## src/rtl/tpfcc_pkg.sv

```systemverilog
`default_nettype none

package tpfcc_pkg;

    // Packet header constants.
    localparam logic [7:0]  SYNC_BYTE     = 8'h47;
    localparam logic [12:0] NULL_PID      = 13'h1fff;
    localparam int          PID_W         = 13;

    // Payload buffer sizing.
    localparam int          BUFFER_BYTES  = 4096;
    localparam int          PAYLOAD_BYTES = 184;
    localparam int          FILL_W        = 13;
    localparam int          OFFSET_W      = 12;
    localparam logic [FILL_W-1:0] FILL_LIMIT   = FILL_W'(BUFFER_BYTES - PAYLOAD_BYTES);
    localparam logic [FILL_W-1:0] PAYLOAD_STEP = FILL_W'(PAYLOAD_BYTES);

    // The clock reference in milliseconds is base / 90. The base is halved first,
    // then divided by 45 through a reciprocal multiply and a one-step correction.
    localparam int          PCR_MS_W        = 27;
    localparam int          PCR_DIV         = 90;
    localparam int          PCR_HALF_DIV    = PCR_DIV / 2;
    localparam int          PCR_RECIP_SHIFT = 37;
    localparam logic [31:0] PCR_RECIP       =
        32'((64'd1 << PCR_RECIP_SHIFT) / 64'(PCR_HALF_DIV));
    localparam int          PCR_REM_W       = 7;

    // Queue between the classifier and the packet handler.
    localparam int          QUEUE_DEPTH = 4;
    localparam int          QPTR_W      = $clog2(QUEUE_DEPTH);

    // Stream widths.
    localparam int          S_TDATA_W = 88;
    localparam int          M_TDATA_W = 56;
    localparam int          M_TUSER_W = 3;

    // Packet class found by the classifier.
    typedef enum logic [2:0] {
        KIND_BAD_SYNC,
        KIND_TERR,
        KIND_NULL,
        KIND_OTHER,
        KIND_TARGET
    } t_kind;

    // Result status codes.
    typedef enum logic [2:0] {
        STATUS_BAD_SYNC = 3'd0,
        STATUS_TERR     = 3'd1,
        STATUS_NULL     = 3'd2,
        STATUS_OTHER    = 3'd3,
        STATUS_WAIT     = 3'd4,
        STATUS_APPEND   = 3'd5,
        STATUS_OVERFLOW = 3'd6
    } t_status;

    // One classified packet as it travels through the queue.
    typedef struct packed {
        t_kind                kind;
        logic                 pusi;
        logic                 disc;
        logic [3:0]           cc;
        logic                 pcr_load;
        logic [PCR_MS_W-1:0]  pcr_q0;
        logic [PCR_REM_W-1:0] pcr_x_lo;
    } t_item;

endpackage

`default_nettype wire

```

## src/rtl/ts_pid_filter_continuity_check.sv

```systemverilog
// A header beat is written into the queue and then, once the output register is
// free, into the output register that drives o_m_tvalid.
// Throughput: one header beat per cycle; the four-entry queue between the
// classifier and the packet handler absorbs output stalls before tready drops.
// Reset (i_rst_n low at a clock edge) empties the queue and the output register and
// clears the target PID, the continuity state, the fill count and the latched clock.
`default_nettype none

module ts_pid_filter_continuity_check
    import tpfcc_pkg::*;
(
    input  wire logic                 i_clk,
    input  wire logic                 i_rst_n,
    // Target PID register write.
    input  wire logic                 i_cfg_wr_en,
    input  wire logic [PID_W-1:0]     i_cfg_wr_data,
    // Header beats.
    input  wire logic                 i_s_tvalid,
    output logic                      o_s_tready,
    // From bit 0: header_word[31:0], adapt_flags[39:32], pcr_bytes[87:40].
    input  wire logic [S_TDATA_W-1:0] i_s_tdata,
    // Result beats.
    output logic                      o_m_tvalid,
    input  wire logic                 i_m_tready,
    // From bit 0: cc_gap[0], deliver_prev[1], deliver_len[14:2],
    // write_offset[26:15], pcr_ms[53:27], zero fill[55:54].
    output logic [M_TDATA_W-1:0]      o_m_tdata,
    // From bit 0: status[2:0].
    output logic [M_TUSER_W-1:0]      o_m_tuser
);

    logic  push;
    logic  pop;
    logic  queue_full;
    logic  queue_valid;
    t_item push_item;
    t_item head_item;

    tpfcc_front u_front (
        .i_clk         (i_clk),
        .i_rst_n       (i_rst_n),
        .i_cfg_wr_en   (i_cfg_wr_en),
        .i_cfg_wr_data (i_cfg_wr_data),
        .i_s_tvalid    (i_s_tvalid),
        .i_s_tdata     (i_s_tdata),
        .i_queue_full  (queue_full),
        .o_s_tready    (o_s_tready),
        .o_push        (push),
        .o_item        (push_item)
    );

    tpfcc_queue u_queue (
        .i_clk   (i_clk),
        .i_rst_n (i_rst_n),
        .i_push  (push),
        .i_item  (push_item),
        .i_pop   (pop),
        .o_full  (queue_full),
        .o_valid (queue_valid),
        .o_item  (head_item)
    );

    tpfcc_back u_back (
        .i_clk      (i_clk),
        .i_rst_n    (i_rst_n),
        .i_valid    (queue_valid),
        .i_item     (head_item),
        .o_pop      (pop),
        .i_m_tready (i_m_tready),
        .o_m_tvalid (o_m_tvalid),
        .o_m_tdata  (o_m_tdata),
        .o_m_tuser  (o_m_tuser)
    );

endmodule

`default_nettype wire

```

## src/rtl/tpfcc_front.sv

```systemverilog
`default_nettype none

module tpfcc_front
    import tpfcc_pkg::*;
(
    input  wire logic                 i_clk,
    input  wire logic                 i_rst_n,
    input  wire logic                 i_cfg_wr_en,
    input  wire logic [PID_W-1:0]     i_cfg_wr_data,
    input  wire logic                 i_s_tvalid,
    input  wire logic [S_TDATA_W-1:0] i_s_tdata,
    input  wire logic                 i_queue_full,
    output logic                      o_s_tready,
    output logic                      o_push,
    output t_item                     o_item
);

    logic [PID_W-1:0] r_target_pid;
    logic [PID_W-1:0] n_target_pid;

    logic [31:0] header_word;
    logic [7:0]  adapt_flags;
    logic [47:0] pcr_bytes;
    logic [12:0] pid;
    logic        adapt;
    logic [31:0] pcr_half;
    logic [63:0] pcr_prod;

    // Target PID register; write only while the block is idle (not enforced here).
    always_comb begin
        n_target_pid = r_target_pid;
        if (i_cfg_wr_en) begin
            n_target_pid = i_cfg_wr_data;
        end
    end

    always_ff @(posedge i_clk) begin
        if (!i_rst_n) begin
            r_target_pid <= '0;
        end else begin
            r_target_pid <= n_target_pid;
        end
    end

    // Field extraction from the input beat.
    assign header_word = i_s_tdata[31:0];
    assign adapt_flags = i_s_tdata[39:32];
    assign pcr_bytes   = i_s_tdata[87:40];
    assign pid         = header_word[20:8];
    assign adapt       = header_word[5];

    // Reciprocal multiply: an estimate of (base / 2) / 45 that is low by at most one.
    assign pcr_half = pcr_bytes[47:16];
    assign pcr_prod = {32'd0, pcr_half} * {32'd0, PCR_RECIP};

    // Classification of the packet.
    always_comb begin
        o_item          = '0;
        o_item.pusi     = header_word[22];
        o_item.disc     = adapt & adapt_flags[7];
        o_item.cc       = header_word[3:0];
        o_item.pcr_q0   = pcr_prod[PCR_RECIP_SHIFT +: PCR_MS_W];
        o_item.pcr_x_lo = pcr_half[PCR_REM_W-1:0];
        o_item.pcr_load = 1'b0;
        if (header_word[31:24] != SYNC_BYTE) begin
            o_item.kind = KIND_BAD_SYNC;
        end else if (header_word[23]) begin
            o_item.kind = KIND_TERR;
        end else begin
            o_item.pcr_load = adapt & adapt_flags[4];
            if (pid == NULL_PID) begin
                o_item.kind = KIND_NULL;
            end else if (pid != r_target_pid) begin
                o_item.kind = KIND_OTHER;
            end else begin
                o_item.kind = KIND_TARGET;
            end
        end
    end

    // A beat goes into the queue whenever it has room.
    assign o_s_tready = ~i_queue_full;
    assign o_push     = i_s_tvalid & ~i_queue_full;

endmodule

`default_nettype wire

```

## src/rtl/tpfcc_queue.sv

```systemverilog
`default_nettype none

module tpfcc_queue
    import tpfcc_pkg::*;
(
    input  wire logic  i_clk,
    input  wire logic  i_rst_n,
    input  wire logic  i_push,
    input  wire t_item i_item,
    input  wire logic  i_pop,
    output logic       o_full,
    output logic       o_valid,
    output t_item      o_item
);

    t_item             r_mem [QUEUE_DEPTH];
    logic [QPTR_W-1:0] r_wr_ptr;
    logic [QPTR_W-1:0] r_rd_ptr;
    logic [QPTR_W:0]   r_count;
    logic [QPTR_W-1:0] n_wr_ptr;
    logic [QPTR_W-1:0] n_rd_ptr;
    logic [QPTR_W:0]   n_count;
    logic              do_pop;

    assign o_full  = (r_count == (QPTR_W+1)'(QUEUE_DEPTH));
    assign o_valid = (r_count != '0);
    assign o_item  = r_mem[r_rd_ptr];
    assign do_pop  = i_pop & o_valid;

    // Pointer and count update.
    always_comb begin
        n_wr_ptr = r_wr_ptr;
        n_rd_ptr = r_rd_ptr;
        n_count  = r_count;
        if (i_push) begin
            n_wr_ptr = r_wr_ptr + QPTR_W'(1);
        end
        if (do_pop) begin
            n_rd_ptr = r_rd_ptr + QPTR_W'(1);
        end
        if (i_push && !do_pop) begin
            n_count = r_count + (QPTR_W+1)'(1);
        end else if (!i_push && do_pop) begin
            n_count = r_count - (QPTR_W+1)'(1);
        end
    end

    always_ff @(posedge i_clk) begin
        if (!i_rst_n) begin
            r_wr_ptr <= '0;
            r_rd_ptr <= '0;
            r_count  <= '0;
        end else begin
            r_wr_ptr <= n_wr_ptr;
            r_rd_ptr <= n_rd_ptr;
            r_count  <= n_count;
        end
    end

    // Entry storage.
    always_ff @(posedge i_clk) begin
        if (i_push) begin
            r_mem[r_wr_ptr] <= i_item;
        end
    end

endmodule

`default_nettype wire

```

## src/rtl/tpfcc_back.sv

```systemverilog
`default_nettype none

module tpfcc_back
    import tpfcc_pkg::*;
(
    input  wire logic                 i_clk,
    input  wire logic                 i_rst_n,
    input  wire logic                 i_valid,
    input  wire t_item                i_item,
    output logic                      o_pop,
    input  wire logic                 i_m_tready,
    output logic                      o_m_tvalid,
    output logic [M_TDATA_W-1:0]      o_m_tdata,
    output logic [M_TUSER_W-1:0]      o_m_tuser
);

    // Stream state.
    logic [3:0]          r_cc_exp;
    logic                r_cc_known;
    logic [FILL_W-1:0]   r_fill;
    logic [PCR_MS_W-1:0] r_pcr_ms;
    logic [3:0]          n_cc_exp;
    logic                n_cc_known;
    logic [FILL_W-1:0]   n_fill;
    logic [PCR_MS_W-1:0] n_pcr_ms;

    // Output register.
    logic                r_out_valid;
    logic [M_TDATA_W-1:0] r_out_data;
    logic [M_TUSER_W-1:0] r_out_user;
    logic                n_out_valid;

    // Result fields of the packet being handled.
    t_status             status;
    logic                gap;
    logic                deliver;
    logic [FILL_W-1:0]   dlen;
    logic [OFFSET_W-1:0] offset;
    logic [3:0]          cc_next;
    logic [FILL_W-1:0]   fill_mid;

    // Clock reference correction.
    logic [12:0]          q0_x45;
    logic [PCR_REM_W-1:0] pcr_rem;
    logic [PCR_MS_W-1:0]  pcr_q;

    assign o_pop = i_valid & (~r_out_valid | i_m_tready);

    // The estimate is low by at most one: a remainder of 45 or more bumps it.
    assign q0_x45  = {6'd0, i_item.pcr_q0[PCR_REM_W-1:0]} * 13'(PCR_HALF_DIV);
    assign pcr_rem = i_item.pcr_x_lo - q0_x45[PCR_REM_W-1:0];
    assign pcr_q   = i_item.pcr_q0
                   + {{(PCR_MS_W-1){1'b0}}, (pcr_rem >= PCR_REM_W'(PCR_HALF_DIV))};

    // Continuity check and fill accounting for one packet.
    always_comb begin
        n_cc_exp   = r_cc_exp;
        n_cc_known = r_cc_known;
        n_fill     = r_fill;
        n_pcr_ms   = r_pcr_ms;
        gap        = 1'b0;
        deliver    = 1'b0;
        dlen       = '0;
        offset     = '0;
        cc_next    = r_cc_exp + 4'd1;
        fill_mid   = r_fill;
        status     = STATUS_BAD_SYNC;

        if (i_item.pcr_load) begin
            n_pcr_ms = pcr_q;
        end

        case (i_item.kind)
            KIND_BAD_SYNC: status = STATUS_BAD_SYNC;
            KIND_TERR:     status = STATUS_TERR;
            KIND_NULL:     status = STATUS_NULL;
            KIND_OTHER:    status = STATUS_OTHER;
            KIND_TARGET: begin
                if (!r_cc_known) begin
                    n_cc_exp   = i_item.cc;
                    n_cc_known = 1'b1;
                end else if (!i_item.disc) begin
                    n_cc_exp = cc_next;
                    if (i_item.cc != cc_next) begin
                        gap        = 1'b1;
                        fill_mid   = '0;
                        n_cc_known = 1'b0;
                    end
                end
                n_fill = fill_mid;
                if (!i_item.pusi && fill_mid == '0) begin
                    status = STATUS_WAIT;
                end else begin
                    // A unit start closes the pending unit and restarts the fill,
                    // so the new unit always has room for this payload.
                    if (i_item.pusi) begin
                        deliver = (fill_mid != '0);
                        dlen    = fill_mid;
                        offset  = '0;
                        n_fill  = PAYLOAD_STEP;
                        status  = STATUS_APPEND;
                    end else if (fill_mid < FILL_LIMIT) begin
                        offset = fill_mid[OFFSET_W-1:0];
                        n_fill = fill_mid + PAYLOAD_STEP;
                        status = STATUS_APPEND;
                    end else begin
                        status = STATUS_OVERFLOW;
                    end
                end
            end
            default: status = STATUS_BAD_SYNC;
        endcase
    end

    // State advances only when a packet is taken from the queue.
    always_ff @(posedge i_clk) begin
        if (!i_rst_n) begin
            r_cc_exp   <= '0;
            r_cc_known <= 1'b0;
            r_fill     <= '0;
            r_pcr_ms   <= '0;
        end else if (o_pop) begin
            r_cc_exp   <= n_cc_exp;
            r_cc_known <= n_cc_known;
            r_fill     <= n_fill;
            r_pcr_ms   <= n_pcr_ms;
        end
    end

    // Output register valid flag.
    always_comb begin
        n_out_valid = r_out_valid;
        if (o_pop) begin
            n_out_valid = 1'b1;
        end else if (i_m_tready) begin
            n_out_valid = 1'b0;
        end
    end

    always_ff @(posedge i_clk) begin
        if (!i_rst_n) begin
            r_out_valid <= 1'b0;
        end else begin
            r_out_valid <= n_out_valid;
        end
    end

    // Result beat payload.
    always_ff @(posedge i_clk) begin
        if (o_pop) begin
            r_out_user <= status;
            r_out_data <= {2'd0, n_pcr_ms, offset, dlen, deliver, gap};
        end
    end

    assign o_m_tvalid = r_out_valid;
    assign o_m_tdata  = r_out_data;
    assign o_m_tuser  = r_out_user;

endmodule

`default_nettype wire

```

## config.mk

```make
export PLATFORM = sky130hd
export DESIGN_NAME = ts_pid_filter_continuity_check
export DESIGN_NICKNAME = d
export VERILOG_FILES = /design/src/rtl/tpfcc_pkg.sv /design/src/rtl/ts_pid_filter_continuity_check.sv /design/src/rtl/tpfcc_front.sv /design/src/rtl/tpfcc_queue.sv /design/src/rtl/tpfcc_back.sv
export SDC_FILE = /design/constraint.sdc
export NUM_CORES = 1
export LEC_CHECK = 0
export BUFFER_PORTS_ARGS = -buffer_cell sky130_fd_sc_hd__clkbuf_2
export CAP_MARGIN = 20
export CORE_MARGIN = 8
export CORE_UTILIZATION = 57
export CTS_CLUSTER_DIAMETER = 120
export CTS_CLUSTER_SIZE = 12
export DETAILED_ROUTE_END_ITERATION = 16
export GPL_ROUTABILITY_DRIVEN = 0
export PLACE_DENSITY = 0.77
export SLEW_MARGIN = 20
export SYNTH_ARGS = -nofsm -noshare
export SYNTH_HDL_FRONTEND = slang
export SYNTH_HIERARCHICAL = 1
export SYNTH_SLANG_ARGS = --single-unit
```

## constraint.sdc

```tcl
create_clock -name i_clk -period 7.44 [get_ports i_clk]
set_input_delay 1.116 -clock i_clk [delete_from_list [all_inputs] [get_ports i_clk]]
set_output_delay 1.116 -clock i_clk [all_outputs]
set_load 0.03 [all_outputs]
```

Yosys cells after proc, flatten, opt, wreduce, memory -nomap -nowiden --
Memories as Yosys holds them, arrays and structs flattened. A register that Yosys moved wholly into a read port is not among the register bits. Index checks and enable logic that the tools add are counted.
Word-level totals: register bits 123, logic and storage cells 97, output and inout bits 61, bits of input ports 106, bits in writable memories 176, memories kept 1
Cells by class: equality and inequality tests 10, reductions and logical operators 16, multipliers 2, $lt $le $gt $ge 2, muxes and demuxes 32, bitwise gates (word level) 12, add/sub/neg operators 8
Memory list:
- u_queue.r_mem | depth 4, width 44, read ports 1, clocked after memory_dff 1, wr ports 1, RTL line tpfcc_queue.sv:16 | t_item r_mem [QUEUE_DEPTH];
Operators with widths (number):
- 13-bit 2-to-1 mux | 7
- 32-bit by 31-bit multiplier with 63-bit output, second input constant | 1
- 27-bit by 1-bit adder with 27-bit output | 1
- 27-bit 2-to-1 mux | 1
- 3-bit 2-to-1 mux | 8
- 13-bit by 8-bit adder with 13-bit output, second input constant | 1
- 13-bit == test, second input constant | 1
- 13-bit zero test | 1
- 13-bit by 12-bit less-than comparator with 1-bit output, second input constant | 1
- 13-bit inequality test | 1
- 13-bit nonzero test | 1
- 3-bit case mux with 4 select lines | 1
- 1-bit 2-to-1 mux | 10
- 4-bit 2-to-1 mux | 2
- 8-bit by 7-bit inequality test with 1-bit output, second input constant | 1
- 7-bit by 6-bit greater-or-equal comparator with 1-bit output, second input constant | 1
- 7-bit by 6-bit multiplier with 7-bit output, second input constant | 1
- 7-bit subtractor | 1
- 3-bit by 2-bit == test with 1-bit output, second input constant | 2
- 3-bit == test, second input constant | 2
- 2-bit 2-to-1 mux | 3
- 1-bit inverter | 6
- 3-bit OR reduction | 2
- 1-bit bitwise AND | 5
- other kinds (15) | 21

Depth between registers and ports, before layout --
depth after elaboration 11, mapped depth 26, mapped depth without buffers 26

Modules after synthesis --
The synthesis kept the hierarchy.
Modules (own cells, without submodules):
- tpfcc_front | cells each 1697, area each 16229.3 um^2, times used 1, sequential area each 260.2 um^2
- tpfcc_queue | cells each 273, area each 6884.1 um^2, times used 1, sequential area each 5465.2 um^2
- tpfcc_back | cells each 567, area each 5556.6 um^2, times used 1, sequential area each 2632.5 um^2

Least setup slack after synthesis --
No wires, ideal clock.
kind input port to flip-flop, start input port i_s_tdata[57], end memory u_queue/r_mem[0][33] (netlist bit) (data pin), buffers on the path 0, stages 25, arrival 7507 ps, path slack -340 ps, data required time 7166 ps, cell sequence ha_1 xor2_1 ha_1 or2_2 fa_1 inv_1 fa_1 inv_1 fa_1 fa_1 fa_1 inv_1 fa_1 inv_1 ha_1 nand4_1 nor3_1 nand4_1 a211oi_1 nor3_1 o31a_1 o21a_4 o41ai_4 a21oi_1 xnor2_1
RTL lines:
- start, declared | RTL line ts_pid_filter_continuity_check.sv:21 | input wire logic [S_TDATA_W-1:0] i_s_tdata,
- end, declared | RTL line tpfcc_queue.sv:16

==> impl_metrics.csv <==
group,metric,value,unit
timing,holdWs,475,ps
worst_setup_path,critPathLaunchType,"primary input",
timing,clock_skew,9.97,ps
floorplanning,ioPinCount,167,
global_route,grt_first_pass_wirelength,109000,um
worst_setup_path,path_cells,"buf_4 -> ha_4 -> fa_1 -> inv_1 -> fa_1 -> inv_2 -> fa_1 -> fa_1 -> fa_1 -> fa_1 -> inv_2 -> fa_1 -> inv_2 -> ha_4 -> nand4_1 -> nor3_4 -> nand4_1 -> a211oi_2 -> nor3_2 -> o31a_1 -> o41ai_4 -> or2_4 -> a41oi_2 -> xnor2_2",
clock_network,clock-sinks,301,
timing,finalHoldViolations,0,
worst_setup_path,path_buf_inv,5,
synth,synth_mux_area_frac,0.0418,
floorplanning,dieArea,57700,um2
clock_network,path_clk_slew,60,ps
place,port_buffers,138,
synth,synth_top_family_by_area,"adder cells",
final_layout,num-nets-final,3723,
final_layout,drive_above_1_share,0.196,
final_layout,seq_area,8360,um2
floorplanning,dieHeight,240,um
final_layout,mostFrequentLayoutCells,"inv_1 (571), ha_1 (361), fa_1 (330)",
clock_network,htree_levels,1,
worst_setup_path,cp_common_cell,"fa_1",
clock_network,clk_latency,560,ps
timing,setup_violations,8,
global_route,track_usage,0.239,
route,dr.pass1.iters,5,
synth,netlist_instances,2537,
worst_setup_path,crit_family,"adder cells",
synth,yosys.area_share.simple,0.0743,
global_route,grt_max_degree,72,
synth,synth.cell_area,28700,um2
place,dp_hpwl,58200,um
clock_network,cts_tree,"done",
worst_setup_path,setup.worst_path.class,"primary input to register",
timing,fin_ws,-29.5,ps
final_layout,layout_commonest_cell,"inv_1",
global_route,grt_antenna_before_repair,1,
synth,yosys-top-cells-area,"edfxtp_1 (24%), fa_1 (24%), ha_1 (17%), inv_1 (7.6%), dfxtp_1 (4.7%)",
route,route.vias.total,19800,
route,viasPerCell,5.52,
synth,yosys.area.top_type_share,0.244,
synth,synthArstFlopShare,0,
worst_setup_path,cp-end-kind,"register",
timing,maxSlewViolCount,0,
worst_setup_path,r2r_setup_slack,1410,ps
worst_setup_path,worstPathMaxFanout,4,
clock_network,clockBufferDepth,3,
worst_setup_path,crit_slowest_cell,"fa_1",
clock_network,clockRootBuffer,"clkbuf_16",
timing,timing.setup.tns,-113,ps
floorplanning,initial_utilization,0.575,
route,drc,0,
route,routedWlPerCell,19.5,um
route,wirelength,69900,um
outcome,failed_checks,"negative setup slack",
synth,ys_ff_latch,301,
route,ant_nets,0,
synth,yosysWarnings,6,
worst_setup_path,crit_path_max_incr_delay,580,ps
floorplanning,die_x,240,um
floorplanning,rows,82,
synth,ys_types,87,
clock_network,cts_buffers,29,
synth,postSynthAreaPerCell,11.3,um2
timing,period_share,1.00,
synth,synthFlopType,"edfxtp_1",
timing,slew-limit-headroom,0.364,
floorplanning,placeableCoreArea,49900,um2
synth,yosysSeqAreaShare,0.292,
final_layout,n_antenna_cell,0,
route,drt_iter0_markers,1329,
synth,synth-edff-count,233,
timing,fin_crit,7470,ps
final_layout,fillers,3577,
global_route,grt-ovfl-total,0,
synth,synth_xor_area_frac,0.0350,
worst_hold_path,worstHoldPathType,"register to register",
synth,synthAdderAreaFrac,0.402,
worst_setup_path,crit_arrival,7760,ps
synth,synth_top_cell_by_area,"edfxtp_1",
outcome,status,"finished with violations",
final_layout,multi_input_area,18300,um2
timing,worst_pin_slew,955,ps
worst_setup_path,required,7730,ps
timing,max_freq,134,MHz
run,max-cap-violations,0,
timing,rsz0062_at_grt,"yes",
synth,synth_compound_area_frac,0.0652,
global_route,grt_pass1_vias,20900,
final_layout,syn2layout_area_growth,15.6,%
[tightest hold or removal path, cell delays in order (launching register included)]
cell and delay (ps):
dfxtp_1 310, nand2_1 60, a21oi_1 60
[layer usage]
metal,up-vias,global-route usage,part of all wire
li1,9114,-,-
met1,9826,0.312,0.41
met2,728,0.410,0.48
met3,166,0.0330,0.070
met4,2,0.0765,0.036
met5,-,0,0.00019
[synth_stat cells (4+ instances only)]
cell type / number
nand2b_1: 9
dfxtp_1: 68
nand3_1: 31
xor2_1: 44
o2111ai_1: 4
nor3_1: 31
o21ai_0: 55
or3_1: 12
a21oi_1: 111
inv_1: 577
mux4_1: 4
and3_1: 26
and2_1: 49
o21bai_1: 7
fa_1: 337
and4_1: 5
buf_12: 4
nand2_1: 83
mux4_2: 40
buf_4: 15
or2_2: 4
nand4_1: 23
buf_1: 4
a31o_2: 5
o21ai_1: 5
buf_2: 8
a21o_1: 23
o211ai_1: 9
a31oi_1: 13
nor4_1: 12
mux2i_1: 17
clkbuf_1: 35
ha_1: 383
xnor2_1: 68
a21boi_0: 4
edfxtp_1: 233
nor2b_1: 29
a211oi_1: 9
nor2_1: 69
[flip-flops by register name (all words and copies together), names as in the netlist, named ones only]
register,cells
u_back/r_pcr_ms,27
u_queue/r_rd_ptr,2
u_back/r_fill,13
u_back/o_m_tvalid,1
u_queue/r_count,3
u_queue/r_mem,176
u_queue/r_wr_ptr,2
u_back/o_m_tdata,54
u_back/o_m_tuser,3
u_back/r_cc_known,1
u_back/r_cc_exp,4
u_front/r_target_pid,13
[what timing repair did]
item,in CTS,in global routing
endpoints found under the setup margin,40,68
endpoints found under the hold margin,0,0
pin swaps,4,21
gates resized for setup,12,93
hold buffers,0,0
buffers inserted,1,4
[logic make-up (layout without fill, tap and decap cells)]
family,after synthesis,in the layout
fa+ha+maj,720,720
buf+inv,647,1029
xor+xnor,113,113
compound gates,289,289
other cells,1,2
flops,301,301
simple gates,403,403
mux,63,63
[area by class of cell]
class | count | share of cell area
clock buffer | 52 | 0.0245
clock inverter | 2 | 0.000944
inverter | 579 | 0.0656
multi-input combinational | 1590 | 0.551
sequential | 301 | 0.252
tap | 672 | 0.0254
timing repair buffer | 396 | 0.0805
[worst paths after layout]
kind / start / end / depth (start not counted)
hold / removal: u_back/r_pcr_ms[4] / u_back/r_pcr_ms[4] / 2
setup / recovery: i_s_tdata[72] / u_queue/r_mem[0][30] / 24
setup reg to reg: register / u_back/o_m_tdata[53] / 17
hold reg to reg: u_back/r_pcr_ms[4] / u_back/r_pcr_ms[4] / 2
[stage by stage]
| stage | util | area (um2) | setup WS (ps) | cells |
|---|---|---|---|---|
| after floorplan | - | 28800 | 4.38 | 2538 |
| after global placement | 0.638 | 31800 | -592 | 3534 |
| after detailed placement | 0.638 | 31800 | -780 | 3534 |
| after CTS | 0.657 | 32700 | 2.70 | 3589 |
| after global routing | 0.665 | 33100 | -222 | 3592 |
| final | 0.665 | 33100 | -29.5 | 3592 |
Power is left out: the tool's default activity adds up to more than one toggle a clock period on the data nets, which glitch-free logic cannot reach.
